==> src/rtl/palbl_pkg.sv <==
// ----------------------------------------------------------------------------
// palbl_pkg
// Shared types and constants of the per-address leaky bucket limiter.
// ----------------------------------------------------------------------------
package palbl_pkg;

   localparam int ADDR_W   = 32;
   localparam int TIME_W   = 32;
   localparam int BURST_W  = 10;
   localparam int PERIOD_W = 16;
   localparam int CSR_IDX_W = 1;
   localparam int CSR_DATA_W = 16;

   localparam logic [CSR_IDX_W-1:0] CSR_BURST_LIMIT = 1'd0;
   localparam logic [CSR_IDX_W-1:0] CSR_PERIOD_MS   = 1'd1;

   localparam logic [BURST_W-1:0]  BURST_RESET  = 10'd10;
   localparam logic [PERIOD_W-1:0] PERIOD_RESET = 16'd1000;

   typedef enum logic [3:0] {
      ST_IDLE,
      ST_LOOKUP_RD,
      ST_LOOKUP_CHK,
      ST_SCAN_RD,
      ST_SCAN_CHK,
      ST_SLOT_RD,
      ST_DIV,
      ST_UPDATE,
      ST_DONE
   } state_type;

   // controller -> datapath
   typedef struct packed {
      logic load_req;     // capture request, clear index
      logic rd_entry;     // read entry at index
      logic inc_index;
      logic clr_index;
      logic alloc_entry;  // write new bucket at index
      logic div_start;
      logic div_step;
      logic write_slot;   // write drained bucket
      logic emit;         // pulse result
      logic emit_full;    // result is a table-full limit
      logic emit_local;
   } ctrl_type;

   // datapath -> controller
   typedef struct packed {
      logic is_local;
      logic hit;          // valid entry matches address
      logic expired;      // valid entry may be freed
      logic slot_free;    // entry invalid
      logic last_index;
      logic div_done;
   } stat_type;

endpackage

==> src/rtl/palbl_ctrl.sv <==
// ----------------------------------------------------------------------------
// palbl_ctrl
// Sequencer: lookup sweep, allocation sweep, drain division, bucket update.
// ----------------------------------------------------------------------------
module palbl_ctrl (
   input  logic                 clock,
   input  logic                 reset,
   input  logic                 start,
   output logic                 busy,
   input  palbl_pkg::stat_type  stat,
   output palbl_pkg::ctrl_type  ctrl
);

   palbl_pkg::state_type state_ff, state_in;

   always_ff @(posedge clock) begin
      if (reset) begin
         state_ff <= palbl_pkg::ST_IDLE;
      end else begin
         state_ff <= state_in;
      end
   end

   always_comb begin
      state_in = state_ff;
      ctrl     = '0;
      busy     = (state_ff != palbl_pkg::ST_IDLE);
      case (state_ff)
         palbl_pkg::ST_IDLE: begin
            if (start) begin
               ctrl.load_req = 1'b1;
               state_in = palbl_pkg::ST_LOOKUP_RD;
            end
         end
         palbl_pkg::ST_LOOKUP_RD: begin
            if (stat.is_local) begin
               ctrl.emit = 1'b1;
               ctrl.emit_local = 1'b1;
               state_in = palbl_pkg::ST_IDLE;
            end else begin
               ctrl.rd_entry = 1'b1;
               state_in = palbl_pkg::ST_LOOKUP_CHK;
            end
         end
         palbl_pkg::ST_LOOKUP_CHK: begin
            if (stat.hit) begin
               ctrl.rd_entry = 1'b1;
               state_in = palbl_pkg::ST_SLOT_RD;
            end else if (stat.last_index) begin
               ctrl.clr_index = 1'b1;
               state_in = palbl_pkg::ST_SCAN_RD;
            end else begin
               ctrl.inc_index = 1'b1;
               state_in = palbl_pkg::ST_LOOKUP_RD;
            end
         end
         palbl_pkg::ST_SCAN_RD: begin
            ctrl.rd_entry = 1'b1;
            state_in = palbl_pkg::ST_SCAN_CHK;
         end
         palbl_pkg::ST_SCAN_CHK: begin
            if (stat.slot_free || stat.expired) begin
               ctrl.alloc_entry = 1'b1;
               ctrl.div_start = 1'b1;
               state_in = palbl_pkg::ST_DIV;
            end else if (stat.last_index) begin
               ctrl.emit = 1'b1;
               ctrl.emit_full = 1'b1;
               state_in = palbl_pkg::ST_DONE;
            end else begin
               ctrl.inc_index = 1'b1;
               state_in = palbl_pkg::ST_SCAN_RD;
            end
         end
         palbl_pkg::ST_SLOT_RD: begin
            ctrl.div_start = 1'b1;
            state_in = palbl_pkg::ST_DIV;
         end
         palbl_pkg::ST_DIV: begin
            if (stat.div_done) begin
               state_in = palbl_pkg::ST_UPDATE;
            end else begin
               ctrl.div_step = 1'b1;
            end
         end
         palbl_pkg::ST_UPDATE: begin
            ctrl.write_slot = 1'b1;
            ctrl.emit = 1'b1;
            state_in = palbl_pkg::ST_DONE;
         end
         palbl_pkg::ST_DONE: begin
            state_in = palbl_pkg::ST_IDLE;
         end
         default: begin
            state_in = palbl_pkg::ST_IDLE;
         end
      endcase
   end

endmodule

==> config.mk <==
export PLATFORM = sky130hd
export DESIGN_NAME = palbl_ctrl
export DESIGN_NICKNAME = d
export VERILOG_FILES = /design/src/rtl/palbl_pkg.sv /design/src/rtl/palbl_ctrl.sv
export SDC_FILE = /design/constraint.sdc
export NUM_CORES = 1
export LEC_CHECK = 0
export ABC_CLOCK_PERIOD_IN_PS = 2950
export BUFFER_PORTS_ARGS = -buffer_cell sky130_fd_sc_hd__buf_4
export CORE_AREA = 2 2 39 41
export CTS_BUF_LIST = sky130_fd_sc_hd__clkbuf_16
export DETAILED_ROUTE_END_ITERATION = 6
export DIE_AREA = 0 0 41 43
export HOLD_SLACK_MARGIN = 0.03
export SYNTH_ARGS = -nofsm -noshare
export SYNTH_HDL_FRONTEND = slang
export SYNTH_SLANG_ARGS = --single-unit
==> constraint.sdc <==
create_clock -name clock -period 2.95 [get_ports clock]
set_input_delay 0.295 -clock clock [delete_from_list [all_inputs] [get_ports clock]]
set_output_delay 0.295 -clock clock [all_outputs]
set_load 0.05 [all_outputs]
**After elaboration in Yosys (flattened, before gate mapping)**

Index checks and enable logic that the tools add are counted.

- Bits in registers: 4
- Input bits: 9
- Output and inout port bits: 12
- Logic and storage cells: 45

- Eq/ne operators: 9
- Muxes and demuxes: 31
- Reduce and logical (&&, ||, !) cells: 4

Operator list:

| cell | count |
|---|---|
| 4-bit case mux with 8 select lines | 1 |
| 4-bit two-way mux | 5 |
| 4-bit by 3-bit equality test with 1-bit output, second input constant | 4 |
| 1-bit two-way mux | 15 |
| 2-bit two-way mux | 6 |
| 4-bit by 2-bit equality test with 1-bit output, second input constant | 2 |
| 1-bit case mux with 3 select lines | 2 |
| 4-bit by 1-bit equality test with 1-bit output, second input constant | 1 |
| 4-bit logical NOT | 1 |
| 2-bit inequality test, second input constant | 2 |
| 1-bit case mux with 2 select lines | 2 |
| 4-bit nonzero test | 1 |
| 2-bit AND reduction | 1 |
| 1-bit logical OR | 1 |

**Longest topological paths before layout**

Gate-level depths: netlist of the first run.

- Depth in word-level cells: 3
- Depth in mapped cells: 4
- Gate-level depth less buffers: 3

**Least setup slack after synthesis of the first run**

Ideal clock, no wire load.

- Path type: reg2out
- Start: register state_ff[0]
- End: output ctrl[4] (netlist bit)
- Arrival time: 2,059 ps
- Data required time: 2,655 ps
- Slack: 596 ps
- Stages on the path, launching flop included: 3
- Buffers on the path: 1
- Cell sequence: dfxtp_1 -> buf_6 -> nor4_1

RTL lines:

| what | line | text |
|---|---|---|
| start: declaration | palbl_ctrl.sv:14 | `palbl_pkg::state_type state_ff, state_in;` |
| start signal: assignment | palbl_ctrl.sv:18 | `state_ff <= palbl_pkg::ST_IDLE;` |
| start signal: assignment | palbl_ctrl.sv:20 | `state_ff <= state_in;` |
| end: declaration | palbl_ctrl.sv:11 | `output palbl_pkg::ctrl_type ctrl` |

==> results of run 1 <==
[kinds of logic (layout without fill, tap and decap cells)]
group | Yosys count | count (layout)
buf+inv | 5 | 24
compound gates | 12 | 12
flops | 4 | 4
simple gates | 33 | 33
[cell type report]
class,count,area [um2]
Clock buffer,3,75.1
Fill cell,149,738
Inverter,1,3.75
Multi-Input combinational cell,45,317
Sequential cell,4,80.1
Tap cell,16,20.0
Timing Repair Buffer,20,150
[power by group through the flow]
stage          Sequential [mW]  Clock, mW  Combinational (mW)
2_1_floorplan           0.0615          0              0.0666
3_3_place_gp            0.0688          0              0.0850
3_5_place_dp            0.0692          0              0.0854
4_1_cts                 0.0682      0.219              0.0856
5_1_grt                 0.0697      0.223              0.0904
6_report                0.0687      0.217              0.0846
[metal layers]
| metal | wire length, um | share of wire, % | up-vias | global-route usage (%) |
|---|---|---|---|---|
| met5 | 0 | 0 | - | 0 |
| met4 | 22 | 1.9 | 0 | 10.0 |
| li1 | - | - | 239 | - |
| met3 | 76 | 6.7 | 2 | 5.24 |
| met1 | 538 | 47 | 216 | 18.6 |
| met2 | 502 | 44 | 15 | 21.9 |
[cell usage after synthesis (all sizes together)]
cell type and number:
nand2b 3, a211oi 2, or3 1, nand2 6, inv 1, o21ai 1
nor4 3, and3 2, nor3b 1, a2111oi 2, nand3b 1, a21oi 2
dfxtp 4, nor4b 2, and2 1, nand3 1, o211ai 1, a31oi 2
o22ai 1, buf 4, nor2 6, nor2b 1, nor3 3, o21ba 1
and2b 2
[how the worst max path moves through the flow]
| stage | to | startpoint | slack, ps |
|---|---|---|---|
| 2_1_floorplan | ctrl[4] | state_ff[0] | 600 |
| 3_3_place_gp | ctrl[8] | state_ff[2] | 1230 |
| 3_5_place_dp | ctrl[8] | state_ff[2] | 1180 |
| 4_1_cts | ctrl[8] | state_ff[2] | 930 |
| 5_1_grt | ctrl[8] | state_ff[2] | 840 |
| 6_report | ctrl[8] | state_ff[2] | 930 |
[critical path, stage by stage, from the launching register on]
cell and delay (ps):
dfxtp_1 600, and2b_2 240, nand2_1 80, a2111oi_2 310, buf_4 260
[layout by cell type (no fill, tap or decap), drive strengths merged, types with 2 or more instances in the layout]
master and count:
buf 20, clkbuf 3, nand2 6, nor4 3, nand2b 3, a211oi 2, a31oi 2, dfxtp 4
nor2 6, and3 2, nor3 3, nor4b 2, a2111oi 2, a21oi 2, and2b 2
==> flow_summary.ini, run 1 <==
[setup_path]
cp_data_required_time_ps = 2650
ff2ff_path_depth = 3
ff2ff_setup_slack_ps = 1600
cp-start-kind = flip-flop
r2r-start = state_ff[2]
end_kind = output pin
worstReg2RegEnd = state_ff[0]
crit_arrival_ps = 1720
criticalPathCategory = flip-flop to output pin
cp_max_fo = 14

[pwr]
clockPowerShare_pct = 58.6
ir_drop_mv = 0.304
p_switching_uw = 107
p_seq_share_pct = 18.5
report.power.total_uw = 371
p_comb_share_pct = 22.8
sw_frac_of_total_pct = 28.8
cellPowerDensity_mw_per_mm2 = 574
p_leak_nw = 0.263
internal-power_uw = 264

[timing]
drv_slew = 0
period_needed_ps = 2020
hold_ws_ps = 259
fin_worst_skew_ps = 0.842
setup_viol = 0
slew_headroom_pct = 61.6
worst_pin_slew_ps = 576
rsz0062_at_grt = false
hold_viol = 0
fin_crit_sh_pct = 68.4
tns_ps = 0
fmax_ghz = 0.495
worst_slack_ps = 931

[min_path]
whs_path_depth = 2
hold_end = state_ff[3]
hold_path_class = input pin to flip-flop
holdCritStartpoint = reset

[die]
die_w_um = 41
die_h_um = 43
die_area_mm2 = 0.00176
coreArea_mm2 = 0.00138
fp-row-count = 14
num_io_pins = 21
start_util_pct = 31.6

[logic_synthesis]
syn-cell-area_um2 = 438
synth-seq-cells = 4
synth_top_area_share_pct = 18.3
synth.largest_area_cell = dfxtp_1
muxShareOfSynthArea_pct = 0
avgSynthCellArea_um2 = 8.11
synth_fp_nets = 63
yosys_warnings = 0
ys_seq_area_share_pct = 18.3
ys_types = 31
synth_compound_area_share_pct = 23.1
yosys.area_share.simple_pct = 49.1
synthAdderAreaFrac_pct = 0
ys_top_cells_by_area = dfxtp_1 18%, a2111oi_2 6.9%, nor4b_2 6.9%
synthCells = 54
synth_xor_area_share_pct = 0
synth_top_family_by_area = simple AND/OR/NAND/NOR gates

[finish]
drive_above_1_share_pct = 45.2
final_cells = 89
design_area_um2 = 646
layout.nets = 84
largest_register_ffs = 4
largest_register = state_ff
area_delta_synth_final_pct = 47.4
top_regs = state_ff: 4 flops
antenna_cells = 0
post-route-util_pct = 46.7

[drt]
drc = 0
wl_mm = 1.14
num_vias = 472
drtIter0Drc = 5
ant_nets = 0
first_pass_iters = 4
avgViaCountPerCell = 5.30
wl_per_cell_um = 12.8

[clocking]
cts_hold_buf = 0
cts_resized = 0
clockBufferDepth = 2
insertion_delay_ps = 230
h-tree-depth = 1
clkSinkCount = 4
cts_setup_buffers = 0
cts_buffers = 3
clkTransAtPathRegs_ps = 30
cts_tree = yes
root_buffer = clkbuf_16

[placed_design]
portBuffers = 20
dp_slack_ps = 1180
dp.cells = 86
place_area_um2 = 571
dp_hpwl_um = 825
gp_congestion = 0.728

[run_status]
outcome = complete, no violations

[job]
cap_violations = 0

[grt]
grt_max_degree = 17
antenna_found_initial = 0
gr-total-overflow = 0
grt_pass1_wl_mm = 1.80
grt_pass1_vias = 420
grt_usage_pct = 15.4
Power figures use the tool's default switching activity.
==> run 2, diff against run 1 <==
--- a/config.mk
+++ b/config.mk
@@ -5,7 +5,7 @@
 export SDC_FILE = /design/constraint.sdc
 export NUM_CORES = 1
 export LEC_CHECK = 0
-export ABC_CLOCK_PERIOD_IN_PS = 2950
+export ABC_CLOCK_PERIOD_IN_PS = 1850
 export BUFFER_PORTS_ARGS = -buffer_cell sky130_fd_sc_hd__buf_4
 export CORE_AREA = 2 2 39 41
 export CTS_BUF_LIST = sky130_fd_sc_hd__clkbuf_16
==> constraint.sdc (replaced) <==
create_clock -name clock -period 1.85 [get_ports clock]
set_input_delay 0.185 -clock clock [delete_from_list [all_inputs] [get_ports clock]]
set_output_delay 0.185 -clock clock [all_outputs]
set_load 0.05 [all_outputs]
==> flow_summary.ini, run 2 (synthesis results as in run 1) <==
[run_status]
outcome = complete, no violations

[die]
start_util_pct = 31.6
die_w_um = 41
num_io_pins = 21
die_area_mm2 = 0.00176
coreArea_mm2 = 0.00138
die_h_um = 43
fp-row-count = 14

[setup_path]
criticalPathCategory = flip-flop to output pin
ff2ff_path_depth = 4
ff2ff_setup_slack_ps = 500
critPathMaxStageDelay_ps = 450
crit_arrival_ps = 1570
cp_data_required_time_ps = 1660
cp_max_fo = 14
cp-start-kind = flip-flop
crit_path_cell_trace = nor4b_2 -> nand2_1 -> a21oi_1 -> buf_4
worstReg2RegEnd = state_ff[2]
end_kind = output pin
cp_slowest_cell = dfxtp_1
r2r-start = state_ff[0]

[grt]
grt_max_degree = 15
grt_pass1_vias = 410
gr-total-overflow = 0
grt_usage_pct = 14.1
antenna_found_initial = 0
grt_pass1_wl_mm = 1.73

[drt]
num_vias = 469
first_pass_iters = 1
wl_met2_um = 532
wl_met3_um = 66
ant_nets = 0
wl_per_cell_um = 12.2
avgViaCountPerCell = 5.10
highest_layer = met3
wl_mm = 1.13
drtIter0Drc = 0
drt-met1-wl_um = 525
drc = 0

[timing]
rsz0062_at_grt = false
drv_slew = 0
hold_viol = 0
fin_crit_sh_pct = 94.6
slew_headroom_pct = 66.4
tns_ps = 0
fmax_ghz = 0.571
fin_worst_skew_ps = 1.61
setup_viol = 0
period_needed_ps = 1750
worst_pin_slew_ps = 503
hold_ws_ps = 156
worst_slack_ps = 99.9

[clocking]
clkTransAtPathRegs_ps = 30
h-tree-depth = 1
root_buffer = clkbuf_16
cts_buffers = 3
cts_tree = yes
cts_hold_buf = 0
clockBufferDepth = 2
insertion_delay_ps = 220
clkSinkCount = 4

[placed_design]
portBuffers = 20
dp_hpwl_um = 920
gp_congestion = 0.766
dp.cells = 89
dp_slack_ps = 313

[finish]
multiInputGateArea_um2 = 350
largest_register = state_ff
final_cells = 92
top_regs = state_ff: 4 flops
layout.nets = 87
area_delta_synth_final_pct = 60.6
antenna_cells = 0
largest_register_ffs = 4
layout_common_cells = 23 x buf_4, 6 x nand2_1, 5 x nor2_1
layout_commonest_cell = buf_4
ff_latch_area_um2 = 81.3
drive_above_1_share_pct = 53.9
post-route-util_pct = 50.8
fillers = 133

[min_path]
hold_path_class = input pin to flip-flop
whs_path_depth = 2
holdCritStartpoint = reset
hold_end = state_ff[3]

[pwr]
p_leak_nw = 0.284
cellPowerDensity_mw_per_mm2 = 834
ir_drop_mv = 0.596

[job]
cap_violations = 0
run 2: layer usage:
layer,vias to the layer above,GRT usage [%]
li1,248,-
met3,0,1.57
met1,208,20.3
met2,13,20.3
met5,-,0
met4,0,6.00
run 2: worst max-delay path, delay by kind of cell (launching register included):
| family | cells | cell delay [ps] |
|---|---|---|
| AOI/OAI and AO/OA | 1 | 190 |
| buffers and inverters | 1 | 220 |
| DFF | 1 | 450 |
| and+or+nand+nor | 2 | 480 |
run 2: power breakdown:
group	internal (mW)	switching [mW]	total, mW
sequential	0.0918	0.0151	0.107
clock	0.276	0.0564	0.332
combinational	0.0583	0.0890	0.147
total	0.426	0.160	0.586
run 2: worst max-delay path by stage:
stage	start	endpoint	slack (ps)	depth (start not counted)
6_report	state_ff[0]	ctrl[2]	100	4
5_1_grt	state_ff[0]	ctrl[2]	4	4
4_1_cts	state_ff[0]	ctrl[2]	60	4
3_5_place_dp	state_ff[0]	ctrl[2]	310	4
3_3_place_gp	state_ff[0]	ctrl[2]	270	4
2_1_floorplan	state_ff[2]	state_ff[2]	80	3
run 2: layout make-up:
type	count	area share (%)
Clock buffer	3	10.7
Inverter	1	0.534
Tap cell	16	2.85
Sequential cell	4	11.6
Timing Repair Buffer	23	24.6
Multi-Input combinational cell	45	49.8
run 2: per-stage QoR:
| stage | power, mW | cell area [um2] |
|---|---|---|
| 6_report | 0.586 | 703 |
| 5_1_grt | 0.611 | 703 |
| 4_1_cts | 0.596 | 702 |
| 3_5_place_dp | 0.256 | 627 |
| 3_3_place_gp | 0.255 | 627 |
| 2_1_floorplan | 0.209 | 472 |
run 2: what timing repair did:
item                                    CTS  global route
buffers inserted                          0             0
endpoints found under the setup margin    0             2
gates resized for setup                   0             1
==> run 3, diff against run 2 <==
--- a/config.mk
+++ b/config.mk
@@ -12,6 +12,7 @@
 export DETAILED_ROUTE_END_ITERATION = 6
 export DIE_AREA = 0 0 41 43
 export HOLD_SLACK_MARGIN = 0.03
+export SETUP_SLACK_MARGIN = 0.3
 export SYNTH_ARGS = -nofsm -noshare
 export SYNTH_HDL_FRONTEND = slang
 export SYNTH_SLANG_ARGS = --single-unit
==> flow_summary.ini, run 3 (synthesis results as in run 1) <==
[run_status]
outcome = complete, no violations

[drt]
wl_per_cell_um = 13.6
wl_mm = 1.32
avgViaCountPerCell = 5.43
num_vias = 527
drtIter0Drc = 7
ant_nets = 0
first_pass_iters = 4
drc = 0

[finish]
largest_register_ffs = 4
largest_register = state_ff
layout.nets = 92
post-route-util_pct = 61.7
area_delta_synth_final_pct = 94.9
top_regs = state_ff: 4 flops
antenna_cells = 0
layout_commonest_cell = buf_4
layout_common_cells = 20 x buf_4, 6 x buf_6, 4 x nand2_1, 3 x nor2_2, 3 x clkbuf_16
drive_above_1_share_pct = 69.1

[timing]
hold_viol = 0
fin_crit_sh_pct = 86.5
worst_pin_slew_ps = 333
fmax_ghz = 0.625
rsz0062_at_grt = true
period_needed_ps = 1600
tns_ps = 0
drv_slew = 0
setup_viol = 0
slew_headroom_pct = 77.7
fin_worst_skew_ps = 0.570

[min_path]
hold_path_class = input pin to flip-flop

[clocking]
root_buffer = clkbuf_16
cts_tree = yes
clkSinkCount = 4
cts_buffers = 3
clkTransAtPathRegs_ps = 30
insertion_delay_ps = 220
clockBufferDepth = 2
h-tree-depth = 1

[grt]
gr-total-overflow = 0
grt_usage_pct = 17.8
antenna_found_initial = 0
grt_max_degree = 15
grt_pass1_vias = 505
grt_pass1_wl_mm = 2.14

[setup_path]
crit_arrival_ps = 1420
cp_max_fo = 5
cp_data_required_time_ps = 1660
cp-start-kind = flip-flop
end_kind = output pin
criticalPathCategory = flip-flop to output pin

[pwr]
p_leak_nw = 0.333
ir_drop_mv = 1.02
cellPowerDensity_mw_per_mm2 = 729

[placed_design]
dp_hpwl_um = 956
gp_congestion = 0.754
portBuffers = 20

[die]
num_io_pins = 21
die_area_mm2 = 0.00176
die_w_um = 41
fp-row-count = 14
start_util_pct = 31.6
coreArea_mm2 = 0.00138
die_h_um = 43

[job]
cap_violations = 0
[run 3: changes by cell type in the layout (fill, tap and decap cells not counted), sizes merged]
cell and change:
buf +5
[run 3: routing by layer]
| layer | up-vias | global-route usage [%] | share of wire (%) |
|---|---|---|---|
| li1 | 253 | - | - |
| met1 | 252 | 21.4 | 42 |
| met2 | 22 | 26.6 | 52 |
| met3 | 0 | 4.19 | 6.1 |
| met4 | 0 | 12.0 | 0 |
| met5 | - | 0 | 0 |
[run 3: where the power goes]
part / switching, mW / internal (mW) / total (mW) / leakage, nW
Sequential: 0.0135 / 0.0914 / 0.105 / 0.0350
Clock: 0.0574 / 0.276 / 0.333 / 0.0370
Combinational: 0.104 / 0.0793 / 0.184 / 0.261
Total: 0.175 / 0.446 / 0.622 / 0.333
[run 3: final timing paths]
kind | startpoint | end | slack, ps | cells past startpoint
max reg2reg | state_ff[2] | state_ff[0] | 440 | 5
max | state_ff[2] | ctrl[8] | 250 | 5
min reg2reg | state_ff[0] | state_ff[0] | 560 | 1
min | reset | state_ff[3] | 150 | 2
[run 3: worst max-delay path, cell delays in order, from the launching register on]
cell,delay (ps)
dfxtp_4,350
buf_8,130
nor2_4,70
nand2_2,70
a2111oi_4,360
buf_6,200
[run 3: metrics by stage]
| stage | setup WS, ps | power, mW | area [um2] | hold WS, ps | cells |
|---|---|---|---|---|---|
| finish | 249 | 0.622 | 853 | 154 | 97 |
| floorplan | 156 | 0.215 | 498 | 250 | 54 |
| CTS | 224 | 0.621 | 818 | 150 | 96 |
| global route | 186 | 0.651 | 853 | 168 | 97 |
| global placement | 321 | 0.264 | 661 | 384 | 90 |
| detailed placement | 311 | 0.265 | 661 | 388 | 90 |
[run 3: layout make-up]
class | count | area (um2)
Timing Repair Buffer | 28 | 260
Clock buffer | 3 | 75.1
Fill cell | 117 | 531
Multi-Input combinational cell | 45 | 404
Inverter | 1 | 3.75
Tap cell | 16 | 20.0
Sequential cell | 4 | 90.1
[run 3: timing repair]
action / in CTS / in global routing
endpoints found under the setup margin: 9 / 9
resized for setup: 13 / 7
cloned: 1 / 0
pin swaps: 5 / 1
hold endpoints to repair: 0 / 0
setup buffers: 2 / 1
hold buffers: 0 / 0
